## config.mk

```make
export PLATFORM = sky130hd
export DESIGN_NAME = text_block_segmenter_unit
export DESIGN_NICKNAME = d
export VERILOG_FILES = /design/src/sv/tbs_pkg.sv /design/src/sv/text_block_segmenter_unit.sv
export SDC_FILE = /design/constraint.sdc
export NUM_CORES = 1
export LEC_CHECK = 0
export BUFFER_PORTS_ARGS = -buffer_cell sky130_fd_sc_hd__clkbuf_2
export CELL_PAD_IN_SITES_DETAIL_PLACEMENT = 0
export CELL_PAD_IN_SITES_GLOBAL_PLACEMENT = 2
export CORE_MARGIN = 5
export CORE_UTILIZATION = 47
export CTS_BUF_LIST = sky130_fd_sc_hd__clkbuf_4 sky130_fd_sc_hd__clkbuf_8
export CTS_CLUSTER_SIZE = 30
export DETAILED_ROUTE_END_ITERATION = 8
export PLACE_DENSITY = 0.91
export SLEW_MARGIN = 15
export SYNTH_ARGS = -nofsm -noshare
export SYNTH_HDL_FRONTEND = slang
export SYNTH_SLANG_ARGS = --single-unit
```

## constraint.sdc

```tcl
create_clock -name i_clk -period 4.09 [get_ports i_clk]
set_input_delay 0.818 -clock i_clk [delete_from_list [all_inputs] [get_ports i_clk]]
set_output_delay 0.818 -clock i_clk [all_outputs]
set_load 0.005 [all_outputs]
```

## src/sv/tbs_pkg.sv

```systemverilog
// Types, constants and byte-class helpers for the text block segmenter.
package tbs_pkg;

    localparam int SPAN_DEPTH_DEF = 16;
    localparam int WS_DEPTH_DEF   = 16;

    localparam logic [7:0] CH_SPACE  = 8'h20;
    localparam logic [7:0] CH_TAB    = 8'h09;
    localparam logic [7:0] CH_LF     = 8'h0A;
    localparam logic [7:0] CH_CR     = 8'h0D;
    localparam logic [7:0] CH_DASH   = 8'h2D;
    localparam logic [7:0] CH_DQUOTE = 8'h22;
    localparam logic [7:0] CH_SQUOTE = 8'h27;
    localparam logic [7:0] CH_LPAREN = 8'h28;
    localparam logic [7:0] CH_RPAREN = 8'h29;
    localparam logic [7:0] CH_LBRACK = 8'h5B;
    localparam logic [7:0] CH_RBRACK = 8'h5D;
    localparam logic [7:0] CH_LBRACE = 8'h7B;
    localparam logic [7:0] CH_RBRACE = 8'h7D;
    localparam logic [7:0] CH_PERIOD = 8'h2E;
    localparam logic [7:0] CH_COMMA  = 8'h2C;
    localparam logic [7:0] CH_COLON  = 8'h3A;
    localparam logic [7:0] CH_SEMI   = 8'h3B;
    localparam logic [7:0] CH_QUEST  = 8'h3F;
    localparam logic [7:0] CH_EXCL   = 8'h21;

    localparam logic [7:0] UTF_LEAD  = 8'hE2;
    localparam logic [7:0] UTF_MID   = 8'h80;
    localparam logic [7:0] UTF_EN    = 8'h93;
    localparam logic [7:0] UTF_EM    = 8'h94;

    // held mark kinds
    localparam logic [1:0] PEND_NONE  = 2'd0;
    localparam logic [1:0] PEND_DASH  = 2'd1;
    localparam logic [1:0] PEND_PUNCT = 2'd2;

    // multibyte dash progress; OWE_MID means 0x80 still has to go out
    localparam logic [1:0] DP_NONE    = 2'd0;
    localparam logic [1:0] DP_LEAD    = 2'd1;
    localparam logic [1:0] DP_MID     = 2'd2;
    localparam logic [1:0] DP_OWE_MID = 2'd3;

    typedef struct packed {
        logic [7:0] text_byte;
        logic       end_of_text;
    } t_in;

    typedef struct packed {
        logic [7:0] out_byte;
        logic       block_end;
        logic       overflow;
        logic       last_result;
    } t_out;

    typedef enum logic [1:0] {
        CONT_PROC = 2'd0,
        CONT_DUMP = 2'd1,
        CONT_DONE = 2'd2
    } t_cont;

    function automatic logic is_ws(input logic [7:0] b);
        return b == CH_SPACE || b == CH_TAB || b == CH_LF || b == CH_CR;
    endfunction

    function automatic logic is_closer(input logic [7:0] b);
        return b == CH_RPAREN || b == CH_RBRACK || b == CH_RBRACE ||
               b == CH_DQUOTE || b == CH_SQUOTE;
    endfunction

    function automatic logic is_punct(input logic [7:0] b);
        return b == CH_PERIOD || b == CH_COMMA || b == CH_COLON ||
               b == CH_SEMI || b == CH_QUEST || b == CH_EXCL;
    endfunction

    function automatic logic is_opener(input logic [7:0] b);
        return b == CH_LPAREN || b == CH_LBRACK || b == CH_LBRACE;
    endfunction

    function automatic logic [7:0] closer_of(input logic [7:0] b);
        logic [7:0] r;
        case (b)
            CH_LPAREN: r = CH_RPAREN;
            CH_LBRACK: r = CH_RBRACK;
            default:   r = CH_RBRACE;
        endcase
        return r;
    endfunction

    function automatic logic [7:0] opener_of(input logic [7:0] b);
        logic [7:0] r;
        case (b)
            CH_RPAREN: r = CH_LPAREN;
            CH_RBRACK: r = CH_LBRACK;
            default:   r = CH_LBRACE;
        endcase
        return r;
    endfunction

endpackage

```

## src/sv/text_block_segmenter_unit.sv

```systemverilog
// Text block segmenter: byte sequencer over span and leading-whitespace memories.
// One input byte is taken in idle; the input stays stalled until that byte is done, and each byte
// it emits, each flushed whitespace byte and each span byte emitted on a match or replayed
// adds to that time (memory reads are registered).
// Results leave through a hold stage and an output register, so last_result is known.
// Synchronous active-low reset clears the control state; the buffers are not cleared.
module text_block_segmenter_unit
    import tbs_pkg::*;
#(
    parameter int SPAN_DEPTH       = SPAN_DEPTH_DEF,
    parameter int WHITESPACE_DEPTH = WS_DEPTH_DEF
) (
    input  logic i_clk,
    input  logic i_rst_n,
    input  logic i_valid,
    output logic o_stall,
    input  t_in  i_data,
    output logic o_valid,
    input  logic i_stall,
    output t_out o_data
);

    localparam int SCW = $clog2(SPAN_DEPTH + 1);
    localparam int SAW = (SPAN_DEPTH > 1) ? $clog2(SPAN_DEPTH) : 1;
    localparam int WCW = $clog2(WHITESPACE_DEPTH + 1);
    localparam int WAW = (WHITESPACE_DEPTH > 1) ? $clog2(WHITESPACE_DEPTH) : 1;

    typedef enum logic [13:0] {
        S_IDLE = 14'b00000000000001,
        S_PROC = 14'b00000000000010,
        S_EMIT = 14'b00000000000100,
        S_WRD  = 14'b00000000001000,
        S_WPUT = 14'b00000000010000,
        S_DCHK = 14'b00000000100000,
        S_DRD  = 14'b00000001000000,
        S_DLD  = 14'b00000010000000,
        S_NEXT = 14'b00000100000000,
        S_RRD  = 14'b00001000000000,
        S_RLD  = 14'b00010000000000,
        S_END  = 14'b00100000000000,
        S_OVF  = 14'b01000000000000,
        S_FIN  = 14'b10000000000000
    } t_state;

    logic [7:0] span_mem [SPAN_DEPTH];
    logic [7:0] ws_mem   [WHITESPACE_DEPTH];

    t_state     r_state, n_state;
    logic [7:0] r_prev, n_prev;
    logic       r_at_start, n_at_start;
    logic [7:0] r_held, n_held;
    logic [1:0] r_pend, n_pend;
    logic [1:0] r_prog, n_prog;
    logic [SCW-1:0] r_sp_cnt, n_sp_cnt;
    logic [7:0] r_closer, n_closer;
    logic [WCW-1:0] r_wcnt, n_wcnt;
    logic       r_has, n_has;
    logic [7:0] r_in_b, n_in_b;
    logic       r_in_last, n_in_last;
    logic [7:0] r_cb, n_cb;
    logic       r_cps, n_cps;
    logic       r_clast, n_clast;
    logic [7:0] r_ex, n_ex;
    t_cont      r_cont, n_cont;
    logic       r_ovf, n_ovf;
    logic       r_rp_act, n_rp_act;
    logic [SCW-1:0] r_rp_len, n_rp_len;
    logic [SCW-1:0] r_rp_idx, n_rp_idx;
    logic [7:0] r_term_b, n_term_b;
    logic       r_term_last, n_term_last;
    logic [SCW-1:0] r_d_idx, n_d_idx;
    logic [WCW-1:0] r_w_idx, n_w_idx;
    logic       r_oval, n_oval;
    t_out       r_out, n_out;
    logic       r_pv, n_pv;
    t_out       r_p, n_p;

    logic [7:0] r_sp_q, r_ws_q;
    logic [SAW-1:0] sp_ra, sp_wa;
    logic [7:0] sp_wd;
    logic       sp_we;
    logic [WAW-1:0] ws_wa;
    logic [7:0] ws_wd;
    logic       ws_we;

    logic out_free, can_put, eb_go;
    logic put_en, fin_en;
    t_out put_d;

    assign out_free = !r_oval || !i_stall;
    assign can_put  = !r_pv || out_free;
    assign eb_go    = !r_has || can_put;
    assign sp_ra    = (r_state == S_DRD) ? r_d_idx[SAW-1:0] : r_rp_idx[SAW-1:0];

    assign o_stall = (r_state != S_IDLE);
    assign o_valid = r_oval;
    assign o_data  = r_out;

    always_comb begin
        n_state = r_state;     n_prev = r_prev;         n_at_start = r_at_start;
        n_held = r_held;       n_pend = r_pend;         n_prog = r_prog;
        n_sp_cnt = r_sp_cnt;   n_closer = r_closer;     n_wcnt = r_wcnt;
        n_has = r_has;         n_in_b = r_in_b;         n_in_last = r_in_last;
        n_cb = r_cb;           n_cps = r_cps;           n_clast = r_clast;
        n_ex = r_ex;           n_cont = r_cont;         n_ovf = r_ovf;
        n_rp_act = r_rp_act;   n_rp_len = r_rp_len;     n_rp_idx = r_rp_idx;
        n_term_b = r_term_b;   n_term_last = r_term_last;
        n_d_idx = r_d_idx;     n_w_idx = r_w_idx;
        put_en = 1'b0;
        fin_en = 1'b0;
        put_d  = '{out_byte: 8'h00, block_end: 1'b0, overflow: 1'b0, last_result: 1'b0};
        sp_we = 1'b0;
        sp_wa = r_sp_cnt[SAW-1:0];
        sp_wd = r_cb;
        ws_we = 1'b0;
        ws_wa = r_wcnt[WAW-1:0];
        ws_wd = r_ex;

        case (r_state)
            S_IDLE: begin
                if (i_valid) begin
                    n_in_b    = i_data.text_byte;
                    n_in_last = i_data.end_of_text;
                    n_cb      = i_data.text_byte;
                    n_cps     = r_at_start || r_prev == CH_SPACE;
                    n_clast   = i_data.end_of_text;
                    n_ovf     = 1'b0;
                    n_rp_act  = 1'b0;
                    n_state   = S_PROC;
                end
            end
            S_PROC: begin
                if (r_closer != 8'h00) begin
                    if (r_cb == CH_SPACE || (r_cb != r_closer &&
                            (r_clast || r_sp_cnt == SCW'(SPAN_DEPTH)))) begin
                        // unmatched opener: run its span bytes again, then this byte
                        if (r_cb != CH_SPACE && !r_clast) n_ovf = 1'b1;
                        n_rp_act    = 1'b1;
                        n_rp_len    = r_sp_cnt;
                        n_rp_idx    = '0;
                        n_term_b    = r_cb;
                        n_term_last = r_clast;
                        n_closer    = 8'h00;
                        n_sp_cnt    = '0;
                        n_state     = S_NEXT;
                    end else if (r_cb == r_closer) begin
                        n_ex    = opener_of(r_closer);
                        n_cont  = CONT_DUMP;
                        n_d_idx = '0;
                        n_state = S_EMIT;
                    end else begin
                        sp_we    = 1'b1;
                        n_sp_cnt = r_sp_cnt + SCW'(1);
                        n_state  = S_NEXT;
                    end
                end else if (r_pend != PEND_NONE) begin
                    if (r_cb == CH_SPACE || (r_pend == PEND_PUNCT &&
                            (r_cb == CH_DQUOTE || r_cb == CH_SQUOTE))) begin
                        if (eb_go) begin
                            if (r_has) begin
                                put_en = 1'b1;
                                put_d.block_end = 1'b1;
                            end
                            n_has   = 1'b0;
                            n_wcnt  = '0;
                            n_pend  = PEND_NONE;
                            n_state = S_NEXT;
                        end
                    end else begin
                        n_ex    = (r_pend == PEND_DASH) ? CH_DASH : r_held;
                        n_pend  = PEND_NONE;
                        n_held  = 8'h00;
                        n_cont  = CONT_PROC;
                        n_state = S_EMIT;
                    end
                end else if (r_prog == DP_LEAD) begin
                    if (r_cb == UTF_MID && !r_clast) begin
                        n_prog  = DP_MID;
                        n_state = S_NEXT;
                    end else begin
                        n_prog  = DP_NONE;
                        n_ex    = UTF_LEAD;
                        n_cont  = CONT_PROC;
                        n_state = S_EMIT;
                    end
                end else if (r_prog == DP_MID) begin
                    if (r_cb == UTF_EN || r_cb == UTF_EM) begin
                        n_prog  = DP_NONE;
                        n_state = S_NEXT;
                    end else begin
                        n_prog  = DP_OWE_MID;
                        n_ex    = UTF_LEAD;
                        n_cont  = CONT_PROC;
                        n_state = S_EMIT;
                    end
                end else if (r_prog == DP_OWE_MID) begin
                    n_prog  = DP_NONE;
                    n_ex    = UTF_MID;
                    n_cont  = CONT_PROC;
                    n_state = S_EMIT;
                end else if (r_cb == UTF_LEAD && !r_clast) begin
                    n_prog  = DP_LEAD;
                    n_state = S_NEXT;
                end else if ((r_cb == CH_DASH && r_cps && !r_clast) ||
                             (is_punct(r_cb) && !r_clast)) begin
                    n_pend  = (r_cb == CH_DASH) ? PEND_DASH : PEND_PUNCT;
                    n_held  = r_cb;
                    n_state = S_NEXT;
                end else if ((r_cb == CH_DASH && r_cps) || is_closer(r_cb) ||
                             is_punct(r_cb)) begin
                    if (eb_go) begin
                        if (r_has) begin
                            put_en = 1'b1;
                            put_d.block_end = 1'b1;
                        end
                        n_has   = 1'b0;
                        n_wcnt  = '0;
                        n_state = S_NEXT;
                    end
                end else if (is_opener(r_cb)) begin
                    // an opener as the final byte is dropped
                    if (!r_clast) begin
                        n_closer = closer_of(r_cb);
                        n_sp_cnt = '0;
                    end
                    n_state = S_NEXT;
                end else begin
                    n_ex    = r_cb;
                    n_cont  = CONT_DONE;
                    n_state = S_EMIT;
                end
            end
            S_EMIT: begin
                if (r_has) begin
                    if (can_put) begin
                        put_en = 1'b1;
                        put_d.out_byte = r_ex;
                        n_state = (r_cont == CONT_PROC) ? S_PROC :
                                  (r_cont == CONT_DUMP) ? S_DCHK : S_NEXT;
                    end
                end else if (is_ws(r_ex)) begin
                    // hold leading whitespace until the block shows text
                    if (r_wcnt < WCW'(WHITESPACE_DEPTH)) begin
                        ws_we  = 1'b1;
                        n_wcnt = r_wcnt + WCW'(1);
                    end else begin
                        n_ovf = 1'b1;
                    end
                    n_state = (r_cont == CONT_PROC) ? S_PROC :
                              (r_cont == CONT_DUMP) ? S_DCHK : S_NEXT;
                end else if (r_wcnt != '0) begin
                    n_w_idx = '0;
                    n_state = S_WRD;
                end else if (can_put) begin
                    put_en = 1'b1;
                    put_d.out_byte = r_ex;
                    n_has = 1'b1;
                    n_state = (r_cont == CONT_PROC) ? S_PROC :
                              (r_cont == CONT_DUMP) ? S_DCHK : S_NEXT;
                end
            end
            S_WRD: begin
                n_state = S_WPUT;
            end
            S_WPUT: begin
                if (can_put) begin
                    put_en = 1'b1;
                    put_d.out_byte = r_ws_q;
                    if (r_w_idx + WCW'(1) == r_wcnt) begin
                        n_wcnt  = '0;
                        n_state = S_EMIT;
                    end else begin
                        n_w_idx = r_w_idx + WCW'(1);
                        n_state = S_WRD;
                    end
                end
            end
            S_DCHK: begin
                if (r_d_idx < r_sp_cnt) begin
                    n_state = S_DRD;
                end else begin
                    n_ex     = r_cb;
                    n_closer = 8'h00;
                    n_sp_cnt = '0;
                    n_cont   = CONT_DONE;
                    n_state  = S_EMIT;
                end
            end
            S_DRD: begin
                n_state = S_DLD;
            end
            S_DLD: begin
                n_ex    = r_sp_q;
                n_d_idx = r_d_idx + SCW'(1);
                n_cont  = CONT_DUMP;
                n_state = S_EMIT;
            end
            S_NEXT: begin
                if (!r_rp_act) begin
                    n_state = S_END;
                end else if (r_rp_idx < r_rp_len) begin
                    n_state = S_RRD;
                end else begin
                    n_rp_act = 1'b0;
                    n_cb     = r_term_b;
                    n_cps    = 1'b0;
                    n_clast  = r_term_last;
                    n_state  = S_PROC;
                end
            end
            S_RRD: begin
                n_state = S_RLD;
            end
            S_RLD: begin
                n_cb     = r_sp_q;
                n_cps    = 1'b0;
                n_clast  = 1'b0;
                n_rp_idx = r_rp_idx + SCW'(1);
                n_state  = S_PROC;
            end
            S_END: begin
                if (!r_in_last) begin
                    n_prev     = r_in_b;
                    n_at_start = 1'b0;
                    n_state    = S_OVF;
                end else if (eb_go) begin
                    if (r_has) begin
                        put_en = 1'b1;
                        put_d.block_end = 1'b1;
                    end
                    n_has      = 1'b0;
                    n_wcnt     = '0;
                    n_at_start = 1'b1;
                    n_prev     = 8'h00;
                    n_pend     = PEND_NONE;
                    n_held     = 8'h00;
                    n_prog     = DP_NONE;
                    n_closer   = 8'h00;
                    n_sp_cnt   = '0;
                    n_state    = S_OVF;
                end
            end
            S_OVF: begin
                if (!r_ovf) begin
                    n_state = S_FIN;
                end else if (can_put) begin
                    put_en = 1'b1;
                    put_d.overflow = 1'b1;
                    n_state = S_FIN;
                end
            end
            S_FIN: begin
                if (!r_pv) begin
                    n_state = S_IDLE;
                end else if (out_free) begin
                    fin_en  = 1'b1;
                    n_state = S_IDLE;
                end
            end
            default: begin
                n_state = S_IDLE;
            end
        endcase

        // hold stage: a result waits there until the next one shows it was not the last
        n_oval = r_oval && i_stall;
        n_out  = r_out;
        n_pv   = r_pv;
        n_p    = r_p;
        if (put_en) begin
            if (r_pv) begin
                n_oval = 1'b1;
                n_out  = r_p;
            end
            n_pv = 1'b1;
            n_p  = put_d;
        end
        if (fin_en) begin
            n_oval = 1'b1;
            n_out  = r_p;
            n_out.last_result = 1'b1;
            n_pv   = 1'b0;
        end
    end

    always_ff @(posedge i_clk) begin
        if (sp_we) span_mem[sp_wa] <= sp_wd;
        r_sp_q <= span_mem[sp_ra];
        if (ws_we) ws_mem[ws_wa] <= ws_wd;
        r_ws_q <= ws_mem[r_w_idx[WAW-1:0]];
    end

    always_ff @(posedge i_clk) begin
        if (!i_rst_n) begin
            r_state    <= S_IDLE;
            r_prev     <= 8'h00;
            r_at_start <= 1'b1;
            r_held     <= 8'h00;
            r_pend     <= PEND_NONE;
            r_prog     <= DP_NONE;
            r_sp_cnt   <= '0;
            r_closer   <= 8'h00;
            r_wcnt     <= '0;
            r_has      <= 1'b0;
            r_ovf      <= 1'b0;
            r_rp_act   <= 1'b0;
            r_oval     <= 1'b0;
            r_pv       <= 1'b0;
        end else begin
            r_state    <= n_state;
            r_prev     <= n_prev;
            r_at_start <= n_at_start;
            r_held     <= n_held;
            r_pend     <= n_pend;
            r_prog     <= n_prog;
            r_sp_cnt   <= n_sp_cnt;
            r_closer   <= n_closer;
            r_wcnt     <= n_wcnt;
            r_has      <= n_has;
            r_ovf      <= n_ovf;
            r_rp_act   <= n_rp_act;
            r_oval     <= n_oval;
            r_pv       <= n_pv;
        end
    end

    always_ff @(posedge i_clk) begin
        r_in_b      <= n_in_b;
        r_in_last   <= n_in_last;
        r_cb        <= n_cb;
        r_cps       <= n_cps;
        r_clast     <= n_clast;
        r_ex        <= n_ex;
        r_cont      <= n_cont;
        r_rp_len    <= n_rp_len;
        r_rp_idx    <= n_rp_idx;
        r_term_b    <= n_term_b;
        r_term_last <= n_term_last;
        r_d_idx     <= n_d_idx;
        r_w_idx     <= n_w_idx;
        r_out       <= n_out;
        r_p         <= n_p;
    end

endmodule
```

==> key figures <==
Placement
  • Place WS: 0.532 ns
  • Post-detail-place hpwl: 32,000 um
  • RD Place Congestion: 0.904
  • I/O Buffers: 25

Setup path
  • CP top delay family: compound AO/OA/AOI/OAI gates
  • Crit-path max FO: 11
  • CP Launch Point: r_prog[1]$_SDFFE_PN0P_
  • Critical path launch point type: register
  • WP data required: 4.35 ns
  • R2r startpoint: r_prog[1]$_SDFFE_PN0P_
  • Largest stage delay, worst path: 0.59 ns
  • CP Class: register to register
  • Most used cell along the critical path: inv_1
  • CP bufs+invs: 2
  • Critical-path top delay cell: a2111oi_2
  • CP Capture Type: register
  • CP Cell Sequence: inv_1, ha_1, nor3_1, o2111ai_1, a2111oi_2, a21oi_1, o21a_1, inv_1
  • Critical path arrival: 3.96 ns

Power and ir drop
  • Worst vdd ir: 0.000367 V
  • Cell area power density: 486 nW/um^2
  • Total power: 9.95 mW
  • P_leak: 7.06 nW

Synth
  • Share of the synthesized area in the top cell type: 0.553
  • Synthesis warning total: 0
  • Multiplexer area fraction after synthesis: 0.0818
  • Compound-gate portion of the synthesized area: 0.0949
  • Post-Synth Adder-Cell Area: 0.0166
  • Distinct cells, synth: 85
  • Post-synth EDFFs: 334
  • Biggest area consumer among synthesized cells: edfxtp_1
  • Sequential element share of the synthesized area: 0.631
  • Ys async rst share: 0
  • Synthesis-stage register bit count: 404
  • Synthesized area: 18,100 sq um
  • Largest family of logic cells by synthesized area: simple AND/OR/NAND/NOR gates
  • Average size of a mapped cell: 12.8 sq um
  • Simple-gate share of the synthesized area: 0.141
  • Area contributors post-synth: edfxtp_1, dfxtp_1, mux4_2, nor2_1, mux2i_1
  • Post-synth top flop: edfxtp_1
  • Net count after synthesis: 1,450
  • Xor/xnor share of the synthesized area: 0.0104
  • Syn Inst Count: 1,413

Timing
  • RSZ-0062 raised after global routing: false
  • Crit share post-route: 0.906
  • Final Hold Fails: 0
  • Slew @ Worst Pin: 1.10 ns
  • Final slew viol count: 0
  • Fin worst setup slack: 0.386 ns
  • Fmax: 0.270 GHz
  • Setup violations, final: 0
  • Setup Skew: 0.0420 ns
  • Final min period: 3.70 ns
  • Final TNS setup: 0 ns
  • Worst hold slack: 0.454 ns
  • Relative slew slack: 0.259

GRT
  • Number of global-route vias before repair: 11,785
  • Grt ovf: 0
  • Pin count of the biggest net entering global routing: 38
  • Antenna violations before repair: 0
  • Total GRT Usage: 0.218
  • First-pass GRT wire length: 70,700 um

Routing
  • # DRC: 0
  • Via count of the routed design: 12,115
  • Drt pass-1 iters: 5
  • Final WL: 46,300 um
  • Post-route ant nets: 0
  • Wire per inst: 22.4 um
  • DR vias/cell: 5.85
  • Iter 0 DRT Violations: 1,061

Min path
  • HP Class: input port to register
  • Worst min-delay path startpoint: i_data[7]

Floorplanning
  • Die area: 42,600 sq um
  • Core Region: 38,400 sq um
  • Die W: 206 um
  • Initial Util: 0.472
  • Rows: 72
  • Io pins: 26
  • Chip height: 206 um

Final layout
  • Layout area overhead: 13.0%
  • Filler cells: 3,284
  • # diodes: 0
  • Share of cells above drive strength 1: 0.177
  • Nets: 1,534

CTS
  • CTS Sinks: 404
  • H-tree depth: 3
  • PostCTS Resize Cnt: 0
  • Clk pin slew, worst setup/hold paths: 0.06 ns
  • TritonCTS clock tree: done
  • Clk_lat worst skew: 0.60 ns
  • CTS Buf Count: 69
  • Clock Path Buffers: 3
  • CTS Hold Buffers Added: 0
  • Post-CTS Setup Repair Bufs: 0
  • Clock root buffer: clkbuf_8

Run
  • Maxcap violations: 0

Run status
  • Status: completed
per-layer routing:
layer / track usage / up-vias / part of all wire
li1: - / 5571 / -
met1: 0.306 / 6032 / 0.44
met2: 0.354 / 443 / 0.48
met3: 0.0359 / 69 / 0.058
met4: 0.0585 / 0 / 0.022
met5: 0 / - / 0
logic make-up after synthesis:
group | count (synthesis)
compound gates | 262
xor+xnor | 20
fa+ha+maj | 24
buf+inv | 107
flops | 404
mux | 97
simple gates | 499
sequential cells by signal, summed over array words and instances (netlist names), 8 cells and up:
| signal | cells |
|---|---|
| r_state | 14 |
| r_held | 8 |
| r_ex | 8 |
| r_p | 10 |
| r_cb | 8 |
| r_ws_q | 8 |
| o_data | 11 |
| ws_mem | 128 |
| r_sp_q | 8 |
| r_in_b | 8 |
| span_mem | 128 |
| r_prev | 8 |
| r_term_b | 8 |
report_power, final:
part	internal [mW]	switching, mW	total, mW
logic	0.408	0.812	1.22
clock network	2.08	1.60	3.68
registers	4.79	0.265	5.05
total	7.28	2.68	9.95
cell type report:
type,instances,area (sq um),area share
clock buffer,103,1240,0.0607
clock inverter,25,175,0.00855
inverter,32,120,0.00586
multi-input combinational,902,6250,0.305
sequential,404,11400,0.558
tap,518,648,0.0316
timing repair buffer,88,611,0.0298
final timing paths:
check	end	slack, ns	cells after the start
setup reg to reg	o_data[7]$_DFFE_PP_	0.39	8
hold / removal	r_in_b[6]$_DFFE_PP_	0.45	1
hold reg to reg	r_state[9]$_SDFFE_PN0P_	0.47	2
setup / recovery	o_data[7]$_DFFE_PP_	0.39	8
metrics by stage:
stage	instances	utilization	area, sq um
after detailed placement	1944	0.497	19100
after CTS	2072	0.534	20500
final	2072	0.534	20500
after global placement	1944	0.497	19100
after global routing	2072	0.534	20500
after floorplan	1413	-	18100
placed cells by master, fill, tap and decap left out, types with 17 or more instances in the layout:
cell        n
a22oi_1    20
clkbuf_4   28
nor2_1    142
nand2b_1   31
a21oi_1    68
ha_1       24
clkbuf_2   25
nand3_1    67
mux4_2     40
clkbuf_8   75
o21ai_0    47
nor2b_1    17
inv_1      32
dfxtp_1    70
edfxtp_1  334
nand2_1   108
mux2i_1    52
nor3_1     27
buf_4      62
worst reg2reg max path, cell delays in order, from the launching register on:
cell and delay, ns:
dfxtp_1 0.54, inv_1 0.17, ha_1 0.30, nor3_1 0.58, o2111ai_1 0.35, a2111oi_2 0.60, a21oi_1 0.19, o21a_1 0.32
inv_1 0.33
Yosys cell counts (all sizes together), types with 20 or more instances:
library cell,n
edfxtp,334
nor2,145
nand2,108
dfxtp,70
nand3,69
a21oi,68
o21ai,57
clkbuf,54
mux2i,54
mux4,40
inv,32
nand2b,31
nor3,28
ha,24
buf,21
a22oi,20
Note: power is estimated with default switching activity, not from simulation.
